**src/rtl/pbm_pkg.sv**
```systemverilog
`timescale 1ns / 1ps

package pbm_pkg;

  // Number of colour lanes (blue, green, red); alpha is carried beside them and joined in the merge stage.
  localparam int unsigned NumLanes = 3;

  // Blend mode codes as held in the blend_mode register.
  typedef enum logic [2:0] {
    MODE_NORMAL   = 3'd0,
    MODE_MULTIPLY = 3'd1,
    MODE_SCREEN   = 3'd2,
    MODE_ADD      = 3'd3,
    MODE_OVERLAY  = 3'd4
  } blend_mode_e;

  // Configuration register indexes.
  typedef enum logic {
    CFG_BLEND_MODE = 1'b0,
    CFG_OPACITY    = 1'b1
  } cfg_reg_e;

  // Input transaction: destination and source pixel.
  typedef struct packed {
    logic [7:0] dst_blue;
    logic [7:0] dst_green;
    logic [7:0] dst_red;
    logic [7:0] dst_alpha;
    logic [7:0] src_blue;
    logic [7:0] src_green;
    logic [7:0] src_red;
    logic [7:0] src_alpha;
  } pbm_in_t;

  // Output transaction: composited pixel.
  typedef struct packed {
    logic [7:0] out_blue;
    logic [7:0] out_green;
    logic [7:0] out_red;
    logic [7:0] out_alpha;
  } pbm_out_t;

  // Load enables for the three lane pipeline registers.
  typedef struct packed {
    logic s1;
    logic s2;
    logic s3;
  } pbm_stage_en_t;

  // Rounded division by 255: (x + 127) / 255, exact for x + 127 below 65535.
  // The floor by 255 is done as (y + (y >> 8) + 1) >> 8.
  function automatic logic [7:0] div255(input logic [16:0] x);
    logic [17:0] y;
    logic [17:0] t;
    y = {1'b0, x} + 18'd127;
    t = y + (y >> 8) + 18'd1;
    return t[15:8];
  endfunction

endpackage

```
**src/rtl/pixel_blend_mode_compositor.sv**
```systemverilog
`timescale 1ns / 1ps
// Pixel blend-mode compositor.
// The input channel takes one transaction per pixel: a destination (background)
// and a source (layer) BGRA pixel. The output channel returns one composited
// BGRA pixel per input transaction, in order. Both channels use valid/ready.
// The configuration channel writes blend_mode (index 0) and opacity (index 1);
// it is always ready, and writes are only to be made while no pixel is in flight.
// From input acceptance to output valid a pixel passes the mode multiply,
// blend selection, opacity multiplies, then the rounding sum into the output
// register. Blue, green and red each run in their own lane; while the receiver
// keeps up, a new pixel can be accepted each cycle; throughput is one pixel per clock.
// Each pipeline stage has its own valid bit and takes a new pixel whenever it is
// empty or the stage after it moves on, so a stalled receiver holds the result in
// the output register while up to three further pixels enter behind it; input
// ready falls only when all four stages are occupied and the receiver stalls.
// Reset empties the pipeline, sets blend_mode to normal and opacity to 255.
module pixel_blend_mode_compositor (
  input  logic              clk_i,
  input  logic              rst_ni,
  input  logic              in_valid_i,
  output logic              in_ready_o,
  input  pbm_pkg::pbm_in_t  in_data_i,
  output logic              out_valid_o,
  input  logic              out_ready_i,
  output pbm_pkg::pbm_out_t out_data_o,
  input  logic              cfg_valid_i,
  output logic              cfg_ready_o,
  input  logic              cfg_index_i,
  input  logic [7:0]        cfg_data_i
);
  import pbm_pkg::*;

  logic [2:0] mode_q;
  logic [7:0] opacity_q;
  logic       v1_q, v2_q, v3_q, v4_q;
  logic       rdy1, rdy2, rdy3, rdy4;
  logic       mode_bad;
  logic       pass_thru;
  logic       copy_src;
  logic [7:0] lane_opacity;
  logic [7:0] alpha_d;
  logic [7:0] a1_q, a2_q, a3_q;
  pbm_stage_en_t stage_en;
  logic [NumLanes-1:0][7:0] lane_dst;
  logic [NumLanes-1:0][7:0] lane_src;
  logic [NumLanes-1:0][7:0] lane_res;

  // Configuration registers.
  assign cfg_ready_o = 1'b1;

  always_ff @(posedge clk_i or negedge rst_ni) begin
    if (!rst_ni) begin
      mode_q    <= MODE_NORMAL;
      opacity_q <= 8'hFF;
    end else if (cfg_valid_i) begin
      case (cfg_reg_e'(cfg_index_i))
        CFG_BLEND_MODE: mode_q    <= cfg_data_i[2:0];
        CFG_OPACITY:    opacity_q <= cfg_data_i;
        default:        ;
      endcase
    end
  end

  // Pipeline flow control: a stage loads when empty or when its successor moves.
  assign rdy4 = !v4_q || out_ready_i;
  assign rdy3 = !v3_q || rdy4;
  assign rdy2 = !v2_q || rdy3;
  assign rdy1 = !v1_q || rdy2;

  assign in_ready_o  = rdy1;
  assign out_valid_o = v4_q;

  assign stage_en.s1 = rdy1;
  assign stage_en.s2 = rdy2;
  assign stage_en.s3 = rdy3;

  always_ff @(posedge clk_i or negedge rst_ni) begin
    if (!rst_ni) begin
      v1_q <= 1'b0;
      v2_q <= 1'b0;
      v3_q <= 1'b0;
      v4_q <= 1'b0;
    end else begin
      if (rdy1) v1_q <= in_valid_i;
      if (rdy2) v2_q <= v1_q;
      if (rdy3) v3_q <= v2_q;
      if (rdy4) v4_q <= v3_q;
    end
  end

  // Special cases. An unused mode code behaves as zero opacity, so the lanes
  // return the destination colour unchanged.
  assign mode_bad     = mode_q > MODE_OVERLAY;
  assign pass_thru    = (opacity_q == 8'd0) || mode_bad;
  assign copy_src     = (mode_q == MODE_NORMAL) && (opacity_q == 8'hFF);
  assign lane_opacity = mode_bad ? 8'd0 : opacity_q;

  always_comb begin
    if (pass_thru) begin
      alpha_d = in_data_i.dst_alpha;
    end else if (copy_src) begin
      alpha_d = in_data_i.src_alpha;
    end else begin
      alpha_d = 8'hFF;
    end
  end

  // Alpha travels alongside the lanes.
  always_ff @(posedge clk_i) begin
    if (rdy1) a1_q <= alpha_d;
    if (rdy2) a2_q <= a1_q;
    if (rdy3) a3_q <= a2_q;
  end

  // Colour lanes.
  assign lane_dst[0] = in_data_i.dst_blue;
  assign lane_dst[1] = in_data_i.dst_green;
  assign lane_dst[2] = in_data_i.dst_red;
  assign lane_src[0] = in_data_i.src_blue;
  assign lane_src[1] = in_data_i.src_green;
  assign lane_src[2] = in_data_i.src_red;

  for (genvar g = 0; g < NumLanes; g++) begin : gen_lane
    pbm_lane u_lane (
      .clk_i     (clk_i),
      .en_i      (stage_en),
      .mode_i    (mode_q),
      .opacity_i (lane_opacity),
      .dst_i     (lane_dst[g]),
      .src_i     (lane_src[g]),
      .res_o     (lane_res[g])
    );
  end

  // Merge lanes and alpha into the output register.
  pbm_merge u_merge (
    .clk_i      (clk_i),
    .en_i       (rdy4),
    .lane_res_i (lane_res),
    .alpha_i    (a3_q),
    .data_o     (out_data_o)
  );

  // A full pipeline with a stalled receiver must refuse input.
  assert property (@(posedge clk_i) disable iff (!rst_ni)
    (v1_q && v2_q && v3_q && v4_q && !out_ready_i) |-> !in_ready_o)
    else $error("input accepted while the pipeline is full and stalled");

  // An accepted transaction occupies the first stage next cycle.
  assert property (@(posedge clk_i) disable iff (!rst_ni)
    (in_valid_i && in_ready_o) |=> v1_q)
    else $error("accepted transaction lost at the first stage");

  // A finished pixel moving into the output register shows as valid.
  assert property (@(posedge clk_i) disable iff (!rst_ni)
    (v3_q && rdy4) |=> out_valid_o)
    else $error("pixel from the last lane stage did not reach the output");

  // A delivered pixel with nothing behind it leaves the output empty.
  assert property (@(posedge clk_i) disable iff (!rst_ni)
    (out_valid_o && out_ready_i && !v3_q) |=> !out_valid_o)
    else $error("output pixel repeated after delivery");

endmodule

```
**src/rtl/pbm_lane.sv**
```systemverilog
`timescale 1ns / 1ps

module pbm_lane (
  input  logic                   clk_i,
  input  pbm_pkg::pbm_stage_en_t en_i,
  input  logic [2:0]             mode_i,
  input  logic [7:0]             opacity_i,
  input  logic [7:0]             dst_i,
  input  logic [7:0]             src_i,
  output logic [7:0]             res_o
);
  import pbm_pkg::*;

  logic [8:0]  op_a;
  logic [7:0]  op_b;
  logic [16:0] prod_q;
  logic [7:0]  d1_q;
  logic [7:0]  s1_q;
  logic [7:0]  q2;
  logic [8:0]  sum2;
  logic [7:0]  blend_d;
  logic [7:0]  b2_q;
  logic [7:0]  d2_q;
  logic [7:0]  inv_opacity;
  logic [15:0] pd_q;
  logic [15:0] pb_q;
  logic [16:0] mix_sum;

  // Operand selection for the single mode multiplier.
  always_comb begin
    op_a = '0;
    op_b = '0;
    case (mode_i)
      MODE_MULTIPLY: begin
        op_a = {1'b0, dst_i};
        op_b = src_i;
      end
      MODE_SCREEN: begin
        op_a = {1'b0, ~dst_i};
        op_b = ~src_i;
      end
      MODE_OVERLAY: begin
        // Dark base doubles the product; light base doubles the inverse product.
        if (!dst_i[7]) begin
          op_a = {dst_i, 1'b0};
          op_b = src_i;
        end else begin
          op_a = {~dst_i, 1'b0};
          op_b = ~src_i;
        end
      end
      default: begin
        op_a = '0;
        op_b = '0;
      end
    endcase
  end

  // Stage 1: mode product.
  always_ff @(posedge clk_i) begin
    if (en_i.s1) begin
      prod_q <= op_a * op_b;
      d1_q   <= dst_i;
      s1_q   <= src_i;
    end
  end

  // Stage 2: scale the product back to 8 bits and pick the blended value.
  assign q2   = div255(prod_q);
  assign sum2 = {1'b0, d1_q} + {1'b0, s1_q};

  always_comb begin
    case (mode_i)
      MODE_MULTIPLY: blend_d = q2;
      MODE_SCREEN:   blend_d = ~q2;
      MODE_ADD:      blend_d = sum2[8] ? 8'hFF : sum2[7:0];
      MODE_OVERLAY:  blend_d = d1_q[7] ? ~q2 : q2;
      default:       blend_d = s1_q;
    endcase
  end

  always_ff @(posedge clk_i) begin
    if (en_i.s2) begin
      b2_q <= blend_d;
      d2_q <= d1_q;
    end
  end

  // Stage 3: opacity weighting of destination and blended value.
  assign inv_opacity = ~opacity_i;

  always_ff @(posedge clk_i) begin
    if (en_i.s3) begin
      pd_q <= d2_q * inv_opacity;
      pb_q <= b2_q * opacity_i;
    end
  end

  // Final sum and rounding, registered in the merge stage.
  assign mix_sum = {1'b0, pd_q} + {1'b0, pb_q};
  assign res_o   = div255(mix_sum);

endmodule

```
**src/rtl/pbm_merge.sv**
```systemverilog
`timescale 1ns / 1ps

module pbm_merge (
  input  logic                                  clk_i,
  input  logic                                  en_i,
  input  logic [pbm_pkg::NumLanes-1:0][7:0]     lane_res_i,
  input  logic [7:0]                            alpha_i,
  output pbm_pkg::pbm_out_t                     data_o
);
  import pbm_pkg::*;

  pbm_out_t data_d;
  pbm_out_t data_q;

  // Assemble the pixel from the colour lanes and the carried alpha.
  always_comb begin
    data_d.out_blue  = lane_res_i[0];
    data_d.out_green = lane_res_i[1];
    data_d.out_red   = lane_res_i[2];
    data_d.out_alpha = alpha_i;
  end

  // Output register.
  always_ff @(posedge clk_i) begin
    if (en_i) begin
      data_q <= data_d;
    end
  end

  assign data_o = data_q;

endmodule
```
**config.mk**
```make
export PLATFORM = sky130hd
export DESIGN_NAME = pixel_blend_mode_compositor
export DESIGN_NICKNAME = d
export VERILOG_FILES = /design/src/rtl/pbm_pkg.sv /design/src/rtl/pixel_blend_mode_compositor.sv /design/src/rtl/pbm_lane.sv /design/src/rtl/pbm_merge.sv
export SDC_FILE = /design/constraint.sdc
export NUM_CORES = 2
export LEC_CHECK = 0
export BUFFER_PORTS_ARGS = -buffer_cell sky130_fd_sc_hd__buf_2
export CAP_MARGIN = 15
export CORE_ASPECT_RATIO = 1.1
export CORE_UTILIZATION = 62
export DETAILED_ROUTE_END_ITERATION = 10
export PLACE_DENSITY = 0.79
export SYNTH_ARGS = -nofsm -noshare
export SYNTH_HDL_FRONTEND = slang
export SYNTH_SLANG_ARGS = --single-unit
export TNS_END_PERCENT = 20
```
**constraint.sdc**
```tcl
create_clock -name clk_i -period 6.5 [get_ports clk_i]
set_input_delay 1.3 -clock clk_i [delete_from_list [all_inputs] [get_ports clk_i]]
set_output_delay 1.3 -clock clk_i [all_outputs]
set_load 0.1 [all_outputs]
```
* After elaboration in Yosys (flattened, before gate mapping)
Cells that the tools add are included.
Word-level totals: register bits after elaboration 314, output and inout port bits 35, logic and storage cells 122
Operators by class: add/subtract/negate cells 24, multiply operators 9, magnitude comparators 1, equality and inequality tests 5, mux-type cells 24, bitwise logic cells 11, reductions and logical operators 14
Operators by type and width (number):
- adder 17 x 7 -> 18 bit (second input constant) | 6
- adder 16 x 1 -> 16 bit (second input constant) | 6
- adder 16 x 10 -> 16 bit | 6
- multiplier 8 x 8 -> 16 bit | 6
- 2-to-1 mux 8 bit | 12
- one-hot mux 8 bit (4 select lines) | 3
- one-hot mux 9 bit (3 select lines) | 3
- inverter 8 bit | 10
- one-hot mux 8 bit (3 select lines) | 3
- adder 16 x 16 -> 17 bit | 3
- multiplier 9 x 8 -> 17 bit | 3
- adder 8 x 8 -> 9 bit | 3
- 2-to-1 mux 9 bit | 3
- == test 8 bit (second input constant) | 1
- logical NOT 8 bit | 1
- == test 3 x 2 -> 1 bit (second input constant) | 2
- logical OR 1 bit | 5
- logical NOT 1 bit | 4
- AND reduction 2 bit | 2
- == test 3 x 1 -> 1 bit (second input constant) | 1
- == test 3 bit (second input constant) | 1
- > comparator 3 bit (second input constant) | 1
- logical NOT 3 bit | 1
- logical AND 1 bit | 1
- inverter 1 bit | 1

* Depth between registers and ports, before layout
word-level depth 6, mapped depth 23

* Hierarchy
From an unflattened synthesis, not the netlist that was laid out.
Unflattened totals: cell total of the unflattened synthesis 3883, area total of the unflattened synthesis 37963.9 sq um
Modules (own cells, without submodules):
- pbm_lane (gen_lane[0].u_lane) | times used 1, cells each 1296, area each 11974.0 sq um
- pbm_lane (gen_lane[1].u_lane) | times used 1, cells each 1240, area each 11826.3 sq um
- pbm_lane (gen_lane[2].u_lane) | times used 1, cells each 1228, area each 11652.4 sq um
- pixel_blend_mode_compositor | times used 1, cells each 87, area each 1550.2 sq um
- pbm_merge | times used 1, cells each 32, area each 960.9 sq um

* Least setup slack after synthesis
OpenSTA, ideal clock, no wires.
path kind in2reg, start in out_ready_i, end reg a1_q[0], enable pin, arrival time 5.340 ns, slack -0.656 ns, stages on the path 2, cells stage by stage nor2b_1 nand4_1
Between the ends: longest elaborated chain between the ends 4
RTL lines:
- start: declaration | line pixel_blend_mode_compositor.sv:24 | input logic out_ready_i,
- logical OR 1 bit | line pixel_blend_mode_compositor.sv:65 | assign rdy4 = !v4_q || out_ready_i;
- logical OR 1 bit | line pixel_blend_mode_compositor.sv:66 | assign rdy3 = !v3_q || rdy4;
- logical OR 1 bit | line pixel_blend_mode_compositor.sv:67 | assign rdy2 = !v2_q || rdy3;
- logical OR 1 bit | line pixel_blend_mode_compositor.sv:68 | assign rdy1 = !v1_q || rdy2;
- via in_ready_o | line pixel_blend_mode_compositor.sv:21 | output logic in_ready_o,
- end signal: assignment | line pixel_blend_mode_compositor.sv:110 | if (rdy1) a1_q <= alpha_d;
- end: declaration | line pixel_blend_mode_compositor.sv:42 | logic [7:0] a1_q, a2_q, a3_q;
The timed path passes the listed nets, and every way through them passes these cells. A chain may end at the register's enable or synchronous reset.

* Worst setup path in the final report
start reg mode_q[0], end reg gen_lane[1].u_lane.prod_q[16] (data pin)
Between the ends: longest elaborated chain between the ends 3, elaborated cells between the ends (all ways) 6, classes of those cells mul (1); eq/ne (3); mux (2)
RTL lines:
- start: declaration | line pixel_blend_mode_compositor.sv:33 | logic [2:0] mode_q;
- start signal: assignment | line pixel_blend_mode_compositor.sv:57 | CFG_BLEND_MODE: mode_q <= cfg_data_i[2:0];
- == test 3 bit, or another cell as far along | line pbm_lane.sv:33 | case (mode_i)
- one-hot mux 9 bit (3 select lines) or one-hot mux 8 bit (3 select lines) (tied branches) | line pbm_lane.sv:33
- multiplier 9 x 8 -> 17 bit * | line pbm_lane.sv:62 | prod_q <= op_a * op_b;
- end signal: assignment | line pbm_lane.sv:62
- end: declaration | line pbm_lane.sv:16 | logic [16:0] prod_q;
Mark *: on every way between the ends. The rest lies on a longest branch, timed or not.

==> summary.txt <==
Run status
  • Status: finished, final reports clean

Die
  • DIE AREA: around 62,000 um2
  • CORE AREA: ~60,000 um2
  • Die Span X: approximately 240 um
  • Chip height: roughly 260 um
  • Initial Util: 0.629
  • Site Rows: between 90 and 100
  • Ports: approximately 110

STA
  • RSZ-0062 raised after global routing: no
  • Final setup margin: just under 0.5 ns
  • Least-Margin Pin Slew: between 0.9 and 1 ns
  • Setup TNS: 0 ns
  • FMAX: about 0.17 GHz
  • Max-slew violation count: 0
  • Rel. slew slack: 0.330
  • Setup violators final: 0
  • Post-layout minimum cycle time: around 6 ns
  • Fin Clk Skew: roughly 0.020 ns
  • Final period util: 0.926
  • Final hold viol count: 0

Synthesis
  • Largest cells by area after synthesis: edfxtp_1 (24%), fa_1 (17%), ha_1 (17%)
  • Flops & latches, synth: around 310
  • Yosys top cell by area: edfxtp_1
  • Sequential fraction of the synthesis area: 0.248
  • Syn_nets: ~4.9k
  • Mapped Area: roughly 38,000 um2
  • Mapped Cells: 3,974
  • Count of cell types in the netlist: between 100 and 150
  • EDFF count, synth: about 300
  • Post-synth ARST share: 0.0478
  • Main flop type after synthesis: edfxtp_1
  • Synthesis warning total: 0
  • Avg Inst Size Synth: 9.51 um2
  • Yosys top cell area share: 0.237

Worst setup path
  • CP startpoint: mode_q[0]
  • Critical-path top delay cell: or4b_2
  • Crit end category: flop
  • Slowest cell delay on critical path: 0.60 ns
  • Worst path cell trace: inv_2, nor2_1, nand2_1, o21ai_0, nand2_1, or2_2, fa_1, inv_1, fa_1, fa_1, inv_1, fa_1, inv_1, ha_1, a21o_1, a31o_2, a41oi_1, a211o_1, or4b_2, o311ai_0
  • Required time worst endpoint: 6.84 ns
  • R2R Setup Slk: 0.48 ns
  • Reg-to-Reg Start: mode_q[0]
  • Worst EP arrival: about 6.4 ns
  • Worst reg2reg path depth: 20
  • Critical path destination: gen_lane[1].u_lane.prod_q[16]
  • Most frequent CP cell: fa_1
  • Reg-to-reg critical path endpoint: gen_lane[1].u_lane.prod_q[16]
  • CP Max Fanout: 8
  • Crit path kind: flop to flop
  • Worst setup SP type: flop

Detailed routing
  • Final ANT Viol Nets: 0
  • DRT Pass-1 Iters: 5
  • Detailed Route WL: a little under 90,000 um
  • Via count: about 29k
  • Vias per cell: between 5 and 6
  • WL/cell: 17.6 um
  • Initial drt markers: around 2.0k
  • DRC viols: 0

Place
  • Placed cell area: 39,800 um2
  • IO Port Bufs: ~110
  • Placed cell count: 4,909
  • Post-DP HPWL: 70,300 um
  • DP Worst Slack: -0.0855 ns
  • GPL Wtd Cong: 0.952

Clocking
  • Post-CTS Setup Repair Bufs: 0
  • Clock Path Buffers: 3
  • Clk slew on worst S/H paths: around 0.060 ns
  • CTS Root Cell: clkbuf_16
  • Num CTS Buffers: 39
  • CTS tree: yes
  • Clock Latency Late Sink: 0.56 ns
  • # H-tree levels: 2
  • Sink Count: 314

Layout
  • Reg area: between 9000 and 10,000 um2
  • Fraction of layout cells with a size suffix above 1: 0.0973
  • Most common cell after layout, fill and taps aside: inv_1
  • Area Overhead vs Synth: 8.68%
  • Fill cell count: 4,638
  • Final net count: approximately 5.1k
  • ANT cells: 0
  • Post-Layout Inst Area: slightly above 40,000 um2
  • Multi-input combinational cell area: 25,900 um2
  • Layout Cells excl Fill: between 4k and 5k
  • Most frequent cells in the layout: inv_1 (579), ha_1 (510), nand2_1 (348)

Min path
  • Hold Crit Class: flop to flop
  • Hold depth: 0

Run
  • Total of max-cap violations: 0

GRT
  • Vias in the first global route: roughly 29k
  • Met1 GRT Util: 0.357
  • Largest net degree at the start of global routing: 69
  • First-pass GRT wire length: ~140,000 um
  • Initial antenna violation count: 2
  • Grt met3 use: 0.0325
  • GR Util met2: 0.512
  • GRT overflow: 0
  • Overall Global Routing Usage: 0.290
  • Grt peak-use layer: met2
==> Yosys cell counts, types with 7 or more instances <==
| library cell | instances |
|---|---|
| fa_1 | 330 |
| edfxtp_1 | 299 |
| o31ai_1 | 14 |
| xor2_1 | 60 |
| or3_1 | 15 |
| nand2b_1 | 20 |
| clkbuf_1 | 80 |
| a41o_1 | 7 |
| nor3b_1 | 7 |
| a21boi_0 | 18 |
| and2_1 | 129 |
| o22a_1 | 9 |
| o41ai_1 | 7 |
| nor3_1 | 62 |
| dfrtp_1 | 7 |
| dfstp_2 | 8 |
| o21a_1 | 10 |
| o2111ai_1 | 8 |
| o21ai_0 | 100 |
| a21o_1 | 37 |
| buf_1 | 11 |
| nor2b_1 | 45 |
| and3_1 | 125 |
| o21bai_1 | 12 |
| o221ai_1 | 7 |
| nand4_1 | 19 |
| xnor2_1 | 206 |
| nand3_1 | 55 |
| a211o_1 | 7 |
| a31oi_1 | 10 |
| nor2_1 | 324 |
| nand2_1 | 351 |
| o22ai_1 | 52 |
| a22oi_1 | 51 |
| mux2i_1 | 15 |
| a31o_2 | 9 |
| ha_1 | 510 |
| inv_1 | 581 |
| a21oi_1 | 132 |
| a211oi_1 | 21 |
| nor4_1 | 12 |
| o211ai_1 | 17 |
| or2_2 | 48 |
| mux2_2 | 14 |
==> worst min path at each step <==
stage / start / endpoint / slack (ns)
detailed placement: a2_q[3] / a3_q[3] / 0.40
finish: a2_q[3] / a3_q[3] / 0.42
global route: a2_q[2] / a3_q[2] / 0.42
floorplan: a1_q[0] / a2_q[0] / 0.40
CTS: a3_q[3] / u_merge.data_o[3] / 0.42
global placement: a2_q[6] / a3_q[6] / 0.40
==> layer usage <==
metal	vias up	wire [um]
met5	-	10
met4	2	4220
li1	13800	-
met1	13900	35400
met2	898	43100
met3	218	4980
==> registers in the layout (all words and copies together), names as in the netlist, 3 cells and up <==
signal / count
a1_q: 8
a2_q: 8
a3_q: 8
gen_lane.u_lane.b2_q: 24
gen_lane.u_lane.d1_q: 24
gen_lane.u_lane.d2_q: 24
gen_lane.u_lane.pb_q: 48
gen_lane.u_lane.pd_q: 48
gen_lane.u_lane.prod_q: 51
gen_lane.u_lane.s1_q: 24
mode_q: 3
opacity_q: 8
u_merge.data_o: 32
==> logic make-up after synthesis <==
logic type                 Yosys count  synth area share
buffers and inverters              683            0.0692
and+or+nand+nor                   1246             0.161
DFF                                314             0.248
AOI/OAI and AO/OA                  593             0.108
muxes                               30           0.00844
xor gates and xnor gates           267            0.0621
other                                1         0.0000992
adders and majority gates          840             0.344
==> critical path: cells and delay by family (launching register included) <==
kind | cells | cell delay, ns
simple gates | 5 | 1.91
fa+ha+maj | 5 | 2.08
flops | 1 | 0.43
compound gates | 6 | 1.07
buf+inv | 4 | 0.32
==> final cells by class <==
type / instances / area share
Clock buffer: 42 / 0.0240
Clock inverter: 28 / 0.00655
Inverter: 582 / 0.0532
Multi-Input combinational cell: 2977 / 0.629
Sequential cell: 314 / 0.228
Tap cell: 816 / 0.0248
Timing Repair Buffer: 220 / 0.0340
==> what timing repair did <==
action	in CTS	in global routing
hold buffers	0	0
resized for setup	0	2
setup endpoints to repair	0	7
==> per-stage QoR <==
step	hold slack (ns)	util
floorplan	0.400	-
global placement	0.402	0.663
detailed placement	0.405	0.663
CTS	0.419	0.684
global route	0.423	0.684
finish	0.418	0.684
Power is left out: the tool's default activity adds up to more than one toggle a clock period on the data nets, which glitch-free logic cannot reach.
